## src/rtl/rfsac_pkg.sv

```systemverilog
`timescale 1ns / 1ps
// Shared types and constants for the channel-sweep activity monitor.
package rfsac_pkg;

  localparam int CHAN_W  = 7;
  localparam int HIT_W   = 8;
  localparam int SUM_W   = 15;
  localparam int LVL_W   = 8;
  localparam int PROD_W  = SUM_W + LVL_W;
  localparam int FIELD_W = 6;
  localparam int CNT_W   = 8;
  localparam int WGT_W   = 6;
  localparam int QUEUE_DEPTH = 2;

  // input commands
  localparam logic [1:0] CMD_SAMPLE = 2'd0;
  localparam logic [1:0] CMD_TICK   = 2'd1;
  localparam logic [1:0] CMD_CLEAR  = 2'd2;
  localparam logic [1:0] CMD_UNUSED = 2'd3;

  // result kinds
  localparam logic [1:0] KIND_SAMPLE = 2'd0;
  localparam logic [1:0] KIND_CANDLE = 2'd1;
  localparam logic [1:0] KIND_CLEAR  = 2'd2;

  // configuration register indexes
  localparam logic [1:0] REG_CHANNEL_COUNT  = 2'd0;
  localparam logic [1:0] REG_POWER_WEIGHT   = 2'd1;
  localparam logic [1:0] REG_CARRIER_WEIGHT = 2'd2;
  localparam logic [1:0] REG_PACKET_WEIGHT  = 2'd3;

  localparam logic [CNT_W-1:0] CHANNEL_COUNT_RST  = 8'd126;
  localparam logic [WGT_W-1:0] POWER_WEIGHT_RST   = 6'd12;
  localparam logic [WGT_W-1:0] CARRIER_WEIGHT_RST = 6'd4;
  localparam logic [WGT_W-1:0] PACKET_WEIGHT_RST  = 6'd25;
  localparam logic [CNT_W-1:0] CHANNEL_COUNT_MAX  = 8'd128;

  typedef struct packed {
    logic [CNT_W-1:0] channel_count;
    logic [WGT_W-1:0] power_weight;
    logic [WGT_W-1:0] carrier_weight;
    logic [WGT_W-1:0] packet_weight;
  } cfg_t;

  typedef struct packed {
    logic [1:0]       cmd;
    logic [HIT_W-1:0] hit;
  } item_t;

  typedef struct packed {
    logic [1:0]         kind;
    logic [CHAN_W-1:0]  channel;
    logic [HIT_W-1:0]   hit_score;
    logic               sweep_end;
    logic [FIELD_W-1:0] sweep_level;
    logic [FIELD_W-1:0] slot;
    logic [FIELD_W-1:0] open_level;
    logic [FIELD_W-1:0] high_level;
    logic [FIELD_W-1:0] low_level;
    logic [FIELD_W-1:0] close_level;
    logic [CHAN_W-1:0]  peak_channel;
    logic               last;
  } res_t;

endpackage

```

## src/rtl/rfsac_front.sv

```systemverilog
`timescale 1ns / 1ps
// Front end: accepts items, scores samples and drops unused commands.
module rfsac_front import rfsac_pkg::*; (
  input  logic       in_valid,
  output logic       in_stall,
  input  logic [1:0] cmd,
  input  logic       power_seen,
  input  logic       carrier_seen,
  input  logic       packet_ok,
  input  cfg_t       cfg,
  input  logic       q_full,
  output logic       push,
  output item_t      push_item
);

  logic [HIT_W-1:0] hit;

  always_comb begin
    hit = '0;
    if (power_seen) begin
      hit = hit + HIT_W'(cfg.power_weight);
    end
    if (carrier_seen) begin
      hit = hit + HIT_W'(cfg.carrier_weight);
    end
    if (packet_ok) begin
      hit = hit + HIT_W'(cfg.packet_weight);
    end
  end

  assign in_stall      = q_full;
  // unused command is taken and dropped here
  assign push          = in_valid && !q_full && (cmd != CMD_UNUSED);
  assign push_item.cmd = cmd;
  assign push_item.hit = hit;

endmodule

```

## src/rtl/rfsac_queue.sv

```systemverilog
`timescale 1ns / 1ps
// Short item queue between the front end and the back end.
module rfsac_queue import rfsac_pkg::*; (
  input  logic  clk,
  input  logic  rst,
  input  logic  push,
  input  item_t push_item,
  output logic  full,
  input  logic  pop,
  output logic  q_valid,
  output item_t q_item
);

  localparam int PW = (QUEUE_DEPTH > 1) ? $clog2(QUEUE_DEPTH) : 1;
  localparam logic [PW-1:0] LAST_PTR = PW'(QUEUE_DEPTH - 1);

  item_t          entries [QUEUE_DEPTH];
  logic [PW-1:0]  wr_ptr;
  logic [PW-1:0]  rd_ptr;
  logic [PW:0]    count;

  assign full    = (count == (PW + 1)'(QUEUE_DEPTH));
  assign q_valid = (count != '0);
  assign q_item  = entries[rd_ptr];

  always_ff @(posedge clk) begin
    if (push) begin
      entries[wr_ptr] <= push_item;
    end
  end

  always_ff @(posedge clk) begin
    if (rst) begin
      wr_ptr <= '0;
      rd_ptr <= '0;
      count  <= '0;
    end else begin
      if (push) begin
        wr_ptr <= (wr_ptr == LAST_PTR) ? '0 : wr_ptr + 1'b1;
      end
      if (pop) begin
        rd_ptr <= (rd_ptr == LAST_PTR) ? '0 : rd_ptr + 1'b1;
      end
      if (push && !pop) begin
        count <= count + 1'b1;
      end else if (pop && !push) begin
        count <= count - 1'b1;
      end
    end
  end

endmodule

```

## src/rtl/rfsac_back.sv

```systemverilog
`timescale 1ns / 1ps
// Back end: sweep accumulation, level division, frame candle and history streaming.
module rfsac_back import rfsac_pkg::*; #(
  parameter int HISTORY_DEPTH = 42,
  parameter int LEVEL_MAX     = 40,
  parameter int SUM_CEILING   = 500
) (
  input  logic  clk,
  input  logic  rst,
  input  cfg_t  cfg,
  input  logic  q_valid,
  input  item_t q_item,
  output logic  q_pop,
  output logic  out_valid,
  input  logic  out_stall,
  output res_t  res
);

  localparam int AW = (HISTORY_DEPTH > 1) ? $clog2(HISTORY_DEPTH) : 1;
  localparam logic [AW-1:0]     LAST_IDX = AW'(HISTORY_DEPTH - 1);
  localparam logic [SUM_W-1:0]  CEIL     = SUM_W'(SUM_CEILING);
  localparam logic [LVL_W-1:0]  LMAX     = LVL_W'(LEVEL_MAX);
  localparam logic [PROD_W:0]   RECIP    = (PROD_W + 1)'((64'd1 << PROD_W) / SUM_CEILING);
  localparam int BAR_W = 4 * FIELD_W;

  typedef enum logic [2:0] {S_IDLE, S_MUL, S_DIV, S_FIX, S_FIN, S_RD, S_EMIT} state_t;

  state_t               state;
  logic [CHAN_W-1:0]    scan_channel;
  logic [SUM_W-1:0]     sweep_sum;
  logic [LVL_W-1:0]     frame_open;
  logic [LVL_W-1:0]     frame_high;
  logic [LVL_W-1:0]     frame_low;
  logic [LVL_W-1:0]     frame_close;
  logic                 frame_had_sweep;
  logic [HIT_W-1:0]     frame_peak_hit;
  logic [CHAN_W-1:0]    peak_chan;
  logic [AW-1:0]        head;
  logic [AW-1:0]        rd_ptr;
  logic [AW-1:0]        rd_cnt;
  logic [HISTORY_DEPTH-1:0] valid_bits;
  logic [FIELD_W-1:0]   newest_close;
  logic [PROD_W-1:0]    div_rem;
  logic [LVL_W-1:0]     div_q;
  logic [CHAN_W-1:0]    hold_chan;
  logic [HIT_W-1:0]     hold_hit;

  logic [BAR_W-1:0]     history [HISTORY_DEPTH];
  logic [BAR_W-1:0]     rd_data;
  logic                 rd_vld;

  logic                 out_free;
  logic                 res_load;
  logic [CNT_W-1:0]     count_eff;
  logic [CNT_W-1:0]     next_pos;
  logic                 ended;
  logic [SUM_W-1:0]     sum_new;
  logic [SUM_W-1:0]     sum_clamped;
  logic                 peak_take;
  logic [CHAN_W-1:0]    peak_next;
  logic [2*PROD_W:0]    recip_prod;
  logic [PROD_W-1:0]    fix_rem;
  logic                 fix_up;
  logic                 hist_we;
  logic [BAR_W-1:0]     new_candle;

  function automatic logic [AW-1:0] ptr_inc(input logic [AW-1:0] p);
    return (p == LAST_IDX) ? '0 : p + 1'b1;
  endfunction

  function automatic res_t sample_res(input logic [CHAN_W-1:0] ch,
                                      input logic [HIT_W-1:0] hit_v,
                                      input logic done,
                                      input logic [FIELD_W-1:0] lvl,
                                      input logic [CHAN_W-1:0] peak);
    res_t r;
    r              = '0;
    r.kind         = KIND_SAMPLE;
    r.channel      = ch;
    r.hit_score    = hit_v;
    r.sweep_end    = done;
    r.sweep_level  = lvl;
    r.peak_channel = peak;
    r.last         = 1'b1;
    return r;
  endfunction

  function automatic res_t candle_res(input logic [FIELD_W-1:0] pos,
                                      input logic [BAR_W-1:0] bar,
                                      input logic [CHAN_W-1:0] peak,
                                      input logic fin);
    res_t r;
    r              = '0;
    r.kind         = KIND_CANDLE;
    r.slot         = pos;
    r.open_level   = bar[4*FIELD_W-1:3*FIELD_W];
    r.high_level   = bar[3*FIELD_W-1:2*FIELD_W];
    r.low_level    = bar[2*FIELD_W-1:FIELD_W];
    r.close_level  = bar[FIELD_W-1:0];
    r.peak_channel = peak;
    r.last         = fin;
    return r;
  endfunction

  function automatic res_t clear_res();
    res_t r;
    r      = '0;
    r.kind = KIND_CLEAR;
    r.last = 1'b1;
    return r;
  endfunction

  always_comb begin
    if (cfg.channel_count == '0) begin
      count_eff = CNT_W'(1);
    end else if (cfg.channel_count > CHANNEL_COUNT_MAX) begin
      count_eff = CHANNEL_COUNT_MAX;
    end else begin
      count_eff = cfg.channel_count;
    end
  end

  assign out_free    = !out_valid || !out_stall;
  assign q_pop       = (state == S_IDLE) && q_valid && out_free;
  assign next_pos    = {1'b0, scan_channel} + 1'b1;
  assign ended       = (next_pos >= count_eff);
  assign sum_new     = sweep_sum + SUM_W'(q_item.hit);
  assign sum_clamped = (sum_new > CEIL) ? CEIL : sum_new;
  assign peak_take   = (q_item.hit > frame_peak_hit);
  assign peak_next   = peak_take ? scan_channel : peak_chan;
  assign recip_prod  = div_rem * RECIP;
  assign fix_rem     = div_rem - PROD_W'(div_q * CEIL);
  assign fix_up      = (fix_rem >= PROD_W'(CEIL));
  assign hist_we     = q_pop && (q_item.cmd == CMD_TICK);
  assign res_load    = (q_pop && (q_item.cmd == CMD_SAMPLE) && !ended) ||
                       (q_pop && (q_item.cmd == CMD_CLEAR)) ||
                       (((state == S_FIN) || (state == S_EMIT)) && out_free);
  // flat candle at the newest close when no sweep ended in the frame
  assign new_candle  = frame_had_sweep ?
                       {frame_open[FIELD_W-1:0], frame_high[FIELD_W-1:0],
                        frame_low[FIELD_W-1:0], frame_close[FIELD_W-1:0]} :
                       {4{newest_close}};

  always_ff @(posedge clk) begin
    if (hist_we) begin
      history[head] <= new_candle;
    end
    if (state == S_RD) begin
      rd_data <= history[rd_ptr];
      rd_vld  <= valid_bits[rd_ptr];
    end
  end

  always_ff @(posedge clk) begin
    if (rst) begin
      out_valid <= 1'b0;
    end else if (res_load) begin
      out_valid <= 1'b1;
    end else if (!out_stall) begin
      out_valid <= 1'b0;
    end
  end

  always_ff @(posedge clk) begin
    if (rst) begin
      state           <= S_IDLE;
      scan_channel    <= '0;
      sweep_sum       <= '0;
      frame_open      <= '0;
      frame_high      <= '0;
      frame_low       <= '1;
      frame_close     <= '0;
      frame_had_sweep <= 1'b0;
      frame_peak_hit  <= '0;
      peak_chan       <= '0;
      head            <= '0;
      valid_bits      <= '0;
      newest_close    <= '0;
    end else begin
      unique case (state)
        S_IDLE: begin
          if (q_pop) begin
            unique case (q_item.cmd)
              CMD_SAMPLE: begin
                if (peak_take) begin
                  frame_peak_hit <= q_item.hit;
                  peak_chan      <= scan_channel;
                end
                hold_chan <= scan_channel;
                hold_hit  <= q_item.hit;
                if (ended) begin
                  scan_channel <= '0;
                  sweep_sum    <= '0;
                  div_rem      <= PROD_W'(sum_clamped);
                  state        <= S_MUL;
                end else begin
                  scan_channel <= next_pos[CHAN_W-1:0];
                  sweep_sum    <= sum_new;
                  res          <= sample_res(scan_channel, q_item.hit, 1'b0, '0, peak_next);
                end
              end
              CMD_TICK: begin
                head             <= ptr_inc(head);
                valid_bits[head] <= 1'b1;
                newest_close     <= new_candle[FIELD_W-1:0];
                frame_open       <= '0;
                frame_high       <= '0;
                frame_low        <= '1;
                frame_close      <= '0;
                frame_had_sweep  <= 1'b0;
                frame_peak_hit   <= '0;
                // oldest entry sits just after the one written now
                rd_ptr           <= ptr_inc(head);
                rd_cnt           <= '0;
                state            <= S_RD;
              end
              CMD_CLEAR: begin
                valid_bits   <= '0;
                newest_close <= '0;
                res          <= clear_res();
              end
              default: begin
              end
            endcase
          end
        end
        S_MUL: begin
          div_rem <= PROD_W'(div_rem[SUM_W-1:0] * LMAX);
          state   <= S_DIV;
        end
        S_DIV: begin
          // divide by the sum ceiling through its reciprocal; the estimate is at most one low
          div_q <= recip_prod[PROD_W +: LVL_W];
          state <= S_FIX;
        end
        S_FIX: begin
          if (fix_up) begin
            div_q <= div_q + 1'b1;
          end
          state <= S_FIN;
        end
        S_FIN: begin
          if (out_free) begin
            if (!frame_had_sweep) begin
              frame_open <= div_q;
            end
            if (!frame_had_sweep || (div_q > frame_high)) begin
              frame_high <= div_q;
            end
            if (!frame_had_sweep || (div_q < frame_low)) begin
              frame_low <= div_q;
            end
            frame_close     <= div_q;
            frame_had_sweep <= 1'b1;
            res             <= sample_res(hold_chan, hold_hit, 1'b1, div_q[FIELD_W-1:0],
                                          peak_chan);
            state           <= S_IDLE;
          end
        end
        S_RD: begin
          state <= S_EMIT;
        end
        S_EMIT: begin
          if (out_free) begin
            res <= candle_res(FIELD_W'(rd_cnt), rd_vld ? rd_data : '0, peak_chan,
                              rd_cnt == LAST_IDX);
            if (rd_cnt == LAST_IDX) begin
              state <= S_IDLE;
            end else begin
              rd_cnt <= rd_cnt + 1'b1;
              rd_ptr <= ptr_inc(rd_ptr);
              state  <= S_RD;
            end
          end
        end
        default: begin
          state <= S_IDLE;
        end
      endcase
    end
  end

  a_frame_empty: assert property (@(posedge clk) disable iff (rst)
    !frame_had_sweep |-> (frame_low == '1) && (frame_high == '0) &&
                         (frame_open == '0) && (frame_close == '0))
    else $error("frame levels not at their empty values");

  a_frame_order: assert property (@(posedge clk) disable iff (rst)
    frame_had_sweep |-> (frame_low <= frame_close) && (frame_close <= frame_high))
    else $error("frame close outside low..high");

  a_level_range: assert property (@(posedge clk) disable iff (rst)
    (state == S_FIN) |-> (div_q <= LMAX))
    else $error("sweep level above maximum");

  a_head_range: assert property (@(posedge clk) disable iff (rst)
    head <= LAST_IDX)
    else $error("history head out of range");

endmodule

```

## src/rtl/rf_sweep_activity_candle_history.sv

```systemverilog
`timescale 1ns / 1ps
// Top level of the channel-sweep activity monitor with candle history.
//
//  channel   direction  handshake               payload
//  input     in         in_valid / in_stall     cmd, power_seen, carrier_seen, packet_ok
//  result    out        out_valid / out_stall   kind .. last (12 fields)
//  config    in         cfg_write               cfg_index, cfg_data
//
// A sample that does not end a sweep loads its result as it is taken; one that ends
// a sweep first passes through the level multiply, reciprocal divide and correction.
// A frame tick reads each candle from the history memory, then loads it into the output
// register, for all HISTORY_DEPTH slots in turn; a clear loads its result as it is taken.
// Reset is synchronous; history entries read as zero through per-entry valid bits,
// so no clearing pass is needed. A two-item queue lets inputs be taken while the
// back end is stalled on its output.
module rf_sweep_activity_candle_history import rfsac_pkg::*; #(
  parameter int HISTORY_DEPTH = 42,
  parameter int LEVEL_MAX     = 40,
  parameter int SUM_CEILING   = 500
) (
  input  logic               clk,
  input  logic               rst,
  input  logic               cfg_write,
  input  logic [1:0]         cfg_index,
  input  logic [CNT_W-1:0]   cfg_data,
  input  logic               in_valid,
  output logic               in_stall,
  input  logic [1:0]         cmd,
  input  logic               power_seen,
  input  logic               carrier_seen,
  input  logic               packet_ok,
  output logic               out_valid,
  input  logic               out_stall,
  output logic [1:0]         kind,
  output logic [CHAN_W-1:0]  channel,
  output logic [HIT_W-1:0]   hit_score,
  output logic               sweep_end,
  output logic [FIELD_W-1:0] sweep_level,
  output logic [FIELD_W-1:0] slot,
  output logic [FIELD_W-1:0] open_level,
  output logic [FIELD_W-1:0] high_level,
  output logic [FIELD_W-1:0] low_level,
  output logic [FIELD_W-1:0] close_level,
  output logic [CHAN_W-1:0]  peak_channel,
  output logic               last
);

  cfg_t  cfg;
  logic  q_full;
  logic  push;
  item_t push_item;
  logic  q_pop;
  logic  q_valid;
  item_t q_item;
  res_t  res;

  always_ff @(posedge clk) begin
    if (rst) begin
      cfg.channel_count  <= CHANNEL_COUNT_RST;
      cfg.power_weight   <= POWER_WEIGHT_RST;
      cfg.carrier_weight <= CARRIER_WEIGHT_RST;
      cfg.packet_weight  <= PACKET_WEIGHT_RST;
    end else if (cfg_write) begin
      unique case (cfg_index)
        REG_CHANNEL_COUNT:  cfg.channel_count  <= cfg_data;
        REG_POWER_WEIGHT:   cfg.power_weight   <= cfg_data[WGT_W-1:0];
        REG_CARRIER_WEIGHT: cfg.carrier_weight <= cfg_data[WGT_W-1:0];
        REG_PACKET_WEIGHT:  cfg.packet_weight  <= cfg_data[WGT_W-1:0];
        default: begin
        end
      endcase
    end
  end

  rfsac_front u_front (
    .in_valid     (in_valid),
    .in_stall     (in_stall),
    .cmd          (cmd),
    .power_seen   (power_seen),
    .carrier_seen (carrier_seen),
    .packet_ok    (packet_ok),
    .cfg          (cfg),
    .q_full       (q_full),
    .push         (push),
    .push_item    (push_item)
  );

  rfsac_queue u_queue (
    .clk       (clk),
    .rst       (rst),
    .push      (push),
    .push_item (push_item),
    .full      (q_full),
    .pop       (q_pop),
    .q_valid   (q_valid),
    .q_item    (q_item)
  );

  rfsac_back #(
    .HISTORY_DEPTH (HISTORY_DEPTH),
    .LEVEL_MAX     (LEVEL_MAX),
    .SUM_CEILING   (SUM_CEILING)
  ) u_back (
    .clk       (clk),
    .rst       (rst),
    .cfg       (cfg),
    .q_valid   (q_valid),
    .q_item    (q_item),
    .q_pop     (q_pop),
    .out_valid (out_valid),
    .out_stall (out_stall),
    .res       (res)
  );

  assign kind         = res.kind;
  assign channel      = res.channel;
  assign hit_score    = res.hit_score;
  assign sweep_end    = res.sweep_end;
  assign sweep_level  = res.sweep_level;
  assign slot         = res.slot;
  assign open_level   = res.open_level;
  assign high_level   = res.high_level;
  assign low_level    = res.low_level;
  assign close_level  = res.close_level;
  assign peak_channel = res.peak_channel;
  assign last         = res.last;

endmodule

```

## config.mk

```make
export PLATFORM = sky130hd
export DESIGN_NAME = rf_sweep_activity_candle_history
export DESIGN_NICKNAME = d
export VERILOG_FILES = /design/src/rtl/rfsac_pkg.sv /design/src/rtl/rfsac_front.sv /design/src/rtl/rfsac_queue.sv /design/src/rtl/rfsac_back.sv /design/src/rtl/rf_sweep_activity_candle_history.sv
export SDC_FILE = /design/constraint.sdc
export NUM_CORES = 2
export LEC_CHECK = 0
export ABC_AREA = 1
export BUFFER_PORTS_ARGS = -buffer_cell sky130_fd_sc_hd__buf_4
export CAP_MARGIN = 0
export CELL_PAD_IN_SITES_DETAIL_PLACEMENT = 0
export CELL_PAD_IN_SITES_GLOBAL_PLACEMENT = 1
export CORE_UTILIZATION = 36
export DETAILED_ROUTE_END_ITERATION = 10
export PLACE_DENSITY = 0.61
export SETUP_SLACK_MARGIN = 0.02
export SKIP_LAST_GASP = 1
export SLEW_MARGIN = 25
export SYNTH_ARGS = -nofsm -noshare
export SYNTH_HDL_FRONTEND = slang
export SYNTH_SLANG_ARGS = --single-unit
```

## constraint.sdc

```tcl
create_clock -name clk -period 7.5 [get_ports clk]
set_input_delay 1.5 -clock clk [delete_from_list [all_inputs] [get_ports clk]]
set_output_delay 1.5 -clock clk [all_outputs]
set_load 0.01 [all_outputs]
```

# [Word-level counts from Yosys, hierarchy flattened]
# Memory sizes are Yosys's and may differ from the RTL's. A register that Yosys moved wholly into a read port is not among the register bits.
# Cells that the tools add are included.
[classes] add_sub_neg=13 mul=3 div_mod_pow=0 n_lt_le_gt_ge=10 eq_ne=33 n_shift=0 n_mux=81 bitwise=2 reduce_logical=56
[op_table] op="62-bit two-way mux" n=4
[op_table] op="62-bit one-hot mux with 3 select lines" n=1
[op_table] op="62-bit one-hot mux with 2 select lines" n=1
[op_table] op="8-bit two-way mux" n=14
[op_table] op="6-bit two-way mux" n=14
[op_table] op="42-bit one-hot mux with 2 select lines" n=1
[op_table] op="23-bit two-way mux" n=3
[op_table] op="8-bit one-hot mux with 2 select lines" n=4
[op_table] op="6-bit one-hot mux with 2 select lines" n=5
[op_table] op="24-bit two-way mux" n=2
[op_table] op="23-bit one-hot mux with 2 select lines" n=1
[op_table] op="42-bit OR" n=1
[op_table] op="23-bit by 15-bit multiplier with 31-bit output, second input constant" n=1
[op_table] op="15-bit two-way mux" n=2
[op_table] op="5-bit AND reduction" n=5
[op_table] op="23-bit by 9-bit >= comparator with 1-bit output, second input constant" n=1
[op_table] op="23-bit by 17-bit subtractor with 23-bit output" n=1
[op_table] op="3-bit one-hot mux with 7 select lines" n=1
[op_table] op="6-bit by 1-bit adder with 6-bit output, second input constant" n=3
[op_table] op="6-bit == test, second input constant" n=3
[op_table] op="15-bit by 3-bit multiplier with 18-bit output, second input constant" n=1
[op_table] op="8-bit > comparator" n=2
[op_table] op="2-bit nonzero test" n=8
[op_table] op="15-bit by 8-bit adder with 15-bit output" n=1
[op_table] op="other kinds (44)" n=118
[totals] reg_bits=275 latch_bits=0 mem_bits_rw=1028 romBits=0 inputBits=20 output_inout_bits=64 elab_cells=240 mem_count=2
[memory_table] name="u_back.history" words=42 word_bits=24 rd=1 rd_clocked_by_memory_dff=1 wr=1 line_no="rfsac_back.sv:48" source="logic [BAR_W-1:0] history [HISTORY_DEPTH];"
[memory_table] name="u_queue.entries" words=2 word_bits=10 rd=1 rd_clocked_by_memory_dff=1 wr=1 line_no="rfsac_queue.sv:17" source="item_t entries [QUEUE_DEPTH];"

# [Logic depth before layout (Yosys ltp)]
[logic_depth] ltp_word=9 mapped_depth=30 mapped_depth_nobuf=30

# [Hierarchy]
# A second synthesis with hierarchy kept.
[unflattened] cells_unflattened=5583 area_unflattened_um2=61640.4
[by_module_without_submodules] module="rfsac_back" instances=1 cells_per_inst=5236 area_each_um2=58676.3 seq_area_each_um2=37045.5
[by_module_without_submodules] module="rf_sweep_activity_candle_history" instances=1 cells_per_inst=149 area_each_um2=1117.3 seq_area_each_um2=520.5
[by_module_without_submodules] module="rfsac_queue" instances=1 cells_per_inst=64 area_each_um2=991.0 seq_area_each_um2=700.7
[by_module_without_submodules] module="rfsac_front" instances=1 cells_per_inst=134 area_each_um2=855.8 seq_area_each_um2=0.0

# [Worst setup path after synthesis]
# OpenSTA, ideal clock, no wires.
[synth_timing] kind="input-to-reg" from="input out_stall" to="register u_back.div_rem[0], enable pin" t_arrival_ns=5.488 t_required_ns=6.986 setup_slack_ns=1.499 stages=7 cell_sequence="nand2_1 o21ai_2 nor2_8 nor2_2 nor2_1 inv_1 a2111oi_0"
[synth_via] elab_chain_cells=5
[synth_rtl] item="start: declaration" line_no="rf_sweep_activity_candle_history.sv:33" source="input logic out_stall,"
[synth_rtl] item="1-bit logical NOT" line_no="rfsac_back.sv:123" source="assign out_free = !out_valid || !out_stall;"
[synth_rtl] item="1-bit logical OR" line_no="rfsac_back.sv:123"
[synth_rtl] item="1-bit logical AND" line_no="rfsac_back.sv:124" source="assign q_pop = (state == S_IDLE) && q_valid && out_free;"
[synth_rtl] item="2-bit by 1-bit inequality test with 1-bit output (no source line)"
[synth_rtl] item="5-bit AND reduction (no source line)"
[synth_rtl] item="end signal: assignment" line_no="rfsac_back.sv:194" source="div_rem <= PROD_W'(sum_clamped);"
[synth_rtl] item="end signal: assignment" line_no="rfsac_back.sv:228" source="div_rem <= PROD_W'(div_rem[SUM_W-1:0] * LMAX);"
[synth_rtl] item="end: declaration" line_no="rfsac_back.sv:43" source="logic [PROD_W-1:0] div_rem;"
# Every way passes these cells.
# A chain may end at the register's enable or synchronous reset.

# [Final worst setup path]
[layout_timing] from="register u_back.div_q[0]" to="register u_back.div_q[6], enable pin"
[layout_via] elab_chain_cells=5
[layout_rtl] item="start: declaration" line_no="rfsac_back.sv:44" source="logic [LVL_W-1:0] div_q;"
[layout_rtl] item="start signal: assignment" line_no="rfsac_back.sv:233" source="div_q <= recip_prod[PROD_W +: LVL_W];"
[layout_rtl] item="start signal: assignment" line_no="rfsac_back.sv:238" source="div_q <= div_q + 1'b1;"
[layout_rtl] item="8-bit by 7-bit multiplier with 15-bit output" line_no="rfsac_back.sv:132" source="assign fix_rem = div_rem - PROD_W'(div_q * CEIL);"
[layout_rtl] item="23-bit by 17-bit subtractor with 23-bit output" line_no="rfsac_back.sv:132"
[layout_rtl] item="23-bit by 9-bit >= comparator with 1-bit output" line_no="rfsac_back.sv:133" source="assign fix_up = (fix_rem >= PROD_W'(CEIL));"
[layout_rtl] item="2-bit by 1-bit inequality test with 1-bit output (no source line)"
[layout_rtl] item="3-bit AND reduction (no source line)"
# Every way passes these cells.

==> reports/qor.csv <==
stage;metric;value;unit
place;port bufs;83;
finish;fin util;41.4;%
timing;Fmax;0.158;GHz
hold_path;hold depth;2;
die;IO Pins;84;
setup_path;Crit. Startpoint;u_back.div_q[0]$_DFFE_PP_;
clock_tree;TritonCTS clock tree;built;
timing;max-slew violations;0;
timing;Final Setup Violations;0;
setup_path;R2R cell count;30;
power_and_ir_drop;power share of the combinational group;34.8;%
clock_tree;Post-CTS Repair Setup Buffers;0;
route;initial drt markers;4137;
clock_tree;TritonCTS buffer count;145;
yosys;post-synth top area cell;edfxtp_1;
clock_tree;Clock Pin Slew Worst Setup and Hold Paths;60;ps
finish;Multi-input gate area;20200;um2
hold_path;min-delay src;u_back.valid_bits[7]$_SDFFE_PP0P_;
setup_path;worst r2r src;u_back.div_q[0]$_DFFE_PP_;
clock_tree;clock buffer depth;3;
power_and_ir_drop;Sw Ratio;37.2;%
setup_path;WS Path Type;register to register;
power_and_ir_drop;Leak;0.0253;uW
route;met3 wirelength from detailed routing;13000;um
grt;GRT Total Usage;21.4;%
route;Antenna Violating Nets Remaining;0;
die;Die W;413;um
yosys;area share of the largest cell type after synthesis;57.8;%
power_and_ir_drop;Clock Power Share;28.5;%
timing;minimum clock period;6310;ps
clock_tree;Root Buffer;clkbuf_16;
route;metal2 WL;80400;um
die;initial core utilization;36.3;%
setup_path;crit path max fanout;11;
outcome;outcome;completed;
power_and_ir_drop;Switch Pwr;9100;uW
setup_path;Worst path max stage delay;640;ps
route;uppermost layer routed;met5;
finish;share of layout cells above drive strength 1;9.01;%
setup_path;Worst Setup Start Kind;register;
die;overall die height;413;um
clock_tree;post-CTS sizing;0;
route;via count;41975;
place;pre-CTS setup slack;1190;ps
setup_path;CP required;8030;ps
finish;fillcell total;15991;
timing;Fin. Hold Viols;0;
finish;most frequent cells in the layout;1,171 x edfxtp_1, 653 x nand2_1, 624 x nor2_1;
power_and_ir_drop;Power Internal;15400;uW
die;Die ar.;171000;um2
finish;area growth from synthesis to layout;13.8;%
power_and_ir_drop;peak supply drop;0.332;mV
grt;largest net degree at the start of global routing;170;
route;vias per cell;5.37;
yosys;Post-synth top flop;edfxtp_1;
clock_tree;worst-skew pair later-pin latency;810;ps
finish;nets;5870;
timing;worst setup margin;1190;ps
yosys;Synth Cell Area;60900;um2
hold_path;Worst Hold Class;register to register;
clock_tree;H-tree Lvls;4;
place;routability congestion estimate;0.841;
hold_path;WHS Endpoint;u_back.valid_bits[7]$_SDFFE_PP0P_;
route;M1 WL;85700;um
yosys;EDFF count, synth;1171;
route;drt total wl;183000;um
timing;crit share post-route;84.2;%
timing;RSZ-0062 raised after global routing;false;
setup_path;Worst Path Arrival;6840;ps
setup_path;Crit-path slowest cell;fa_1;
route;Routed WL per cell;23.4;um
die;Rows;150;
yosys;Mean Syn Cell Area;11.2;um2
setup_path;crit path capture type;register;
timing;worst slew pin tran;1090;ps
timing;clock skew;46.6;ps
finish;final instance area;69300;um2
timing;Slew headroom;27.0;%
power_and_ir_drop;sequential share of power;36.7;%
yosys;Synth area leaders;edfxtp_1 58%, ha_1 5.9%, dfxtp_1 5.1%;
setup_path;worst r2r dst;u_back.div_q[6]$_DFFE_PP_;
setup_path;worst reg2reg setup slack;1190;ps
finish;most common cell after layout, fill and taps aside;edfxtp_1;
grt;number of global-route vias before repair;40602;
grt;first-pass GRT wire length;269000;um
die;CORE AREA;168000;um2
timing;setup tns final;0;ps
route;Post-route DRC;0;
yosys;distinct cell type count after synthesis;57;
yosys;synth warn;0;
place;DP Area;64600;um2
grt;remaining global-route overflow;0;
grt;initial antenna violation count;8;
yosys;sequential share of the synthesized area;62.9;%
clock_tree;clock sink count;1326;
place;Post-DP HPWL;108000;um
yosys;Post-Syn Nets;5792;
power_and_ir_drop;P per Cell Area;353;nW/um2
clock_tree;CTS hold repair buffers;0;
job;Max-Cap Viols;0;
route;1st-pass router iterations;6;
yosys;fraction of registers with async set/reset;0;%
yosys;Synth Instances;5417;
finish;register area;38300;um2
yosys;Seq cells post-synth;1326;
[state kept, by name, indices dropped and copies added (netlist names), 8 cells and up, named ones only]
register and count:
u_back.frame_high 8, u_back.div_q 8, u_back.valid_bits 42, u_back.res 62, cfg 26, u_back.frame_low 8
u_back.div_rem 21, u_back.frame_peak_hit 8, u_back.rd_data 24, u_back.sweep_sum 15, u_queue.entries 20, u_back.hold_hit 8
u_back.history 1008
[cells in the mapped netlist, drive strengths merged, types with 70 or more instances]
| master | instances |
|---|---|
| nand2 | 658 |
| ha | 285 |
| nand3 | 210 |
| a21oi | 299 |
| clkbuf | 208 |
| o21ai | 575 |
| dfxtp | 155 |
| nor2 | 651 |
| inv | 464 |
| fa | 70 |
| o221ai | 122 |
| edfxtp | 1171 |
| o22ai | 133 |
[cells by family (layout without fill, tap and decap cells)]
kind of cell	after synthesis	after routing	synth area share (%)
compound gates	1316	1316	12.6
xor+xnor	50	50	0.719
fa+ha+maj	355	355	8.16
buf+inv	745	943	4.72
flops	1326	1326	62.9
other cells	0	3	0
simple gates	1625	1625	10.9
[critical path, delay by kind of cell, from the launching register on]
kind | cells | cell delay (ps)
flip-flops | 1 | 570
XOR/XNOR | 2 | 370
AO/OA/AOI/OAI | 5 | 840
buffers and inverters | 5 | 510
AND/OR/NAND/NOR | 12 | 1150
adder cells (fa/ha/maj) | 6 | 2600
[layer usage]
metal,vias up,track usage [%]
met5,-,0
met4,2,5.51
met3,227,3.95
met2,1230,32.2
met1,20940,31.4
li1,19576,-
[cell type report]
| type | count | share of cell area [%] |
|---|---|---|
| Timing Repair Buffer | 204 | 2.42 |
| Clock inverter | 73 | 0.986 |
| Multi-Input combinational cell | 3346 | 29.1 |
| Inverter | 472 | 2.59 |
| Antenna cell | 3 | 0.0108 |
| Clock buffer | 194 | 5.71 |
| Tap cell | 2204 | 3.98 |
| Sequential cell | 1326 | 55.2 |
[power by group through the flow]
stage	Clock [uW]	Sequential, uW	Combinational (uW)
after floorplan	0	9130	5740
after global placement	0	9120	8560
after detailed placement	0	9120	8510
after CTS	7100	8970	8560
after global routing	7390	9010	9650
final	6960	8970	8520
[per-stage QoR]
stage	power, uW	instances	hold WS, ps
final	24500	7822	447
after global routing	26000	7819	460
after CTS	24600	7818	444
after detailed placement	17600	7551	435
after global placement	17700	7549	434
after floorplan	14900	5417	422
[how the worst max path moves through the flow]
stage	slack, ps	cells past startpoint	end
floorplan	1500	7	u_back.div_rem[0]$_SDFFCE_PP0P_
global placement	1140	28	u_back.div_q[1]$_DFFE_PP_
detailed placement	1190	28	u_back.div_q[0]$_DFFE_PP_
CTS	1120	28	u_back.div_q[6]$_DFFE_PP_
global route	560	30	u_back.div_q[6]$_DFFE_PP_
finish	1190	30	u_back.div_q[6]$_DFFE_PP_
No activity file was read; power rests on OpenSTA's default activity.
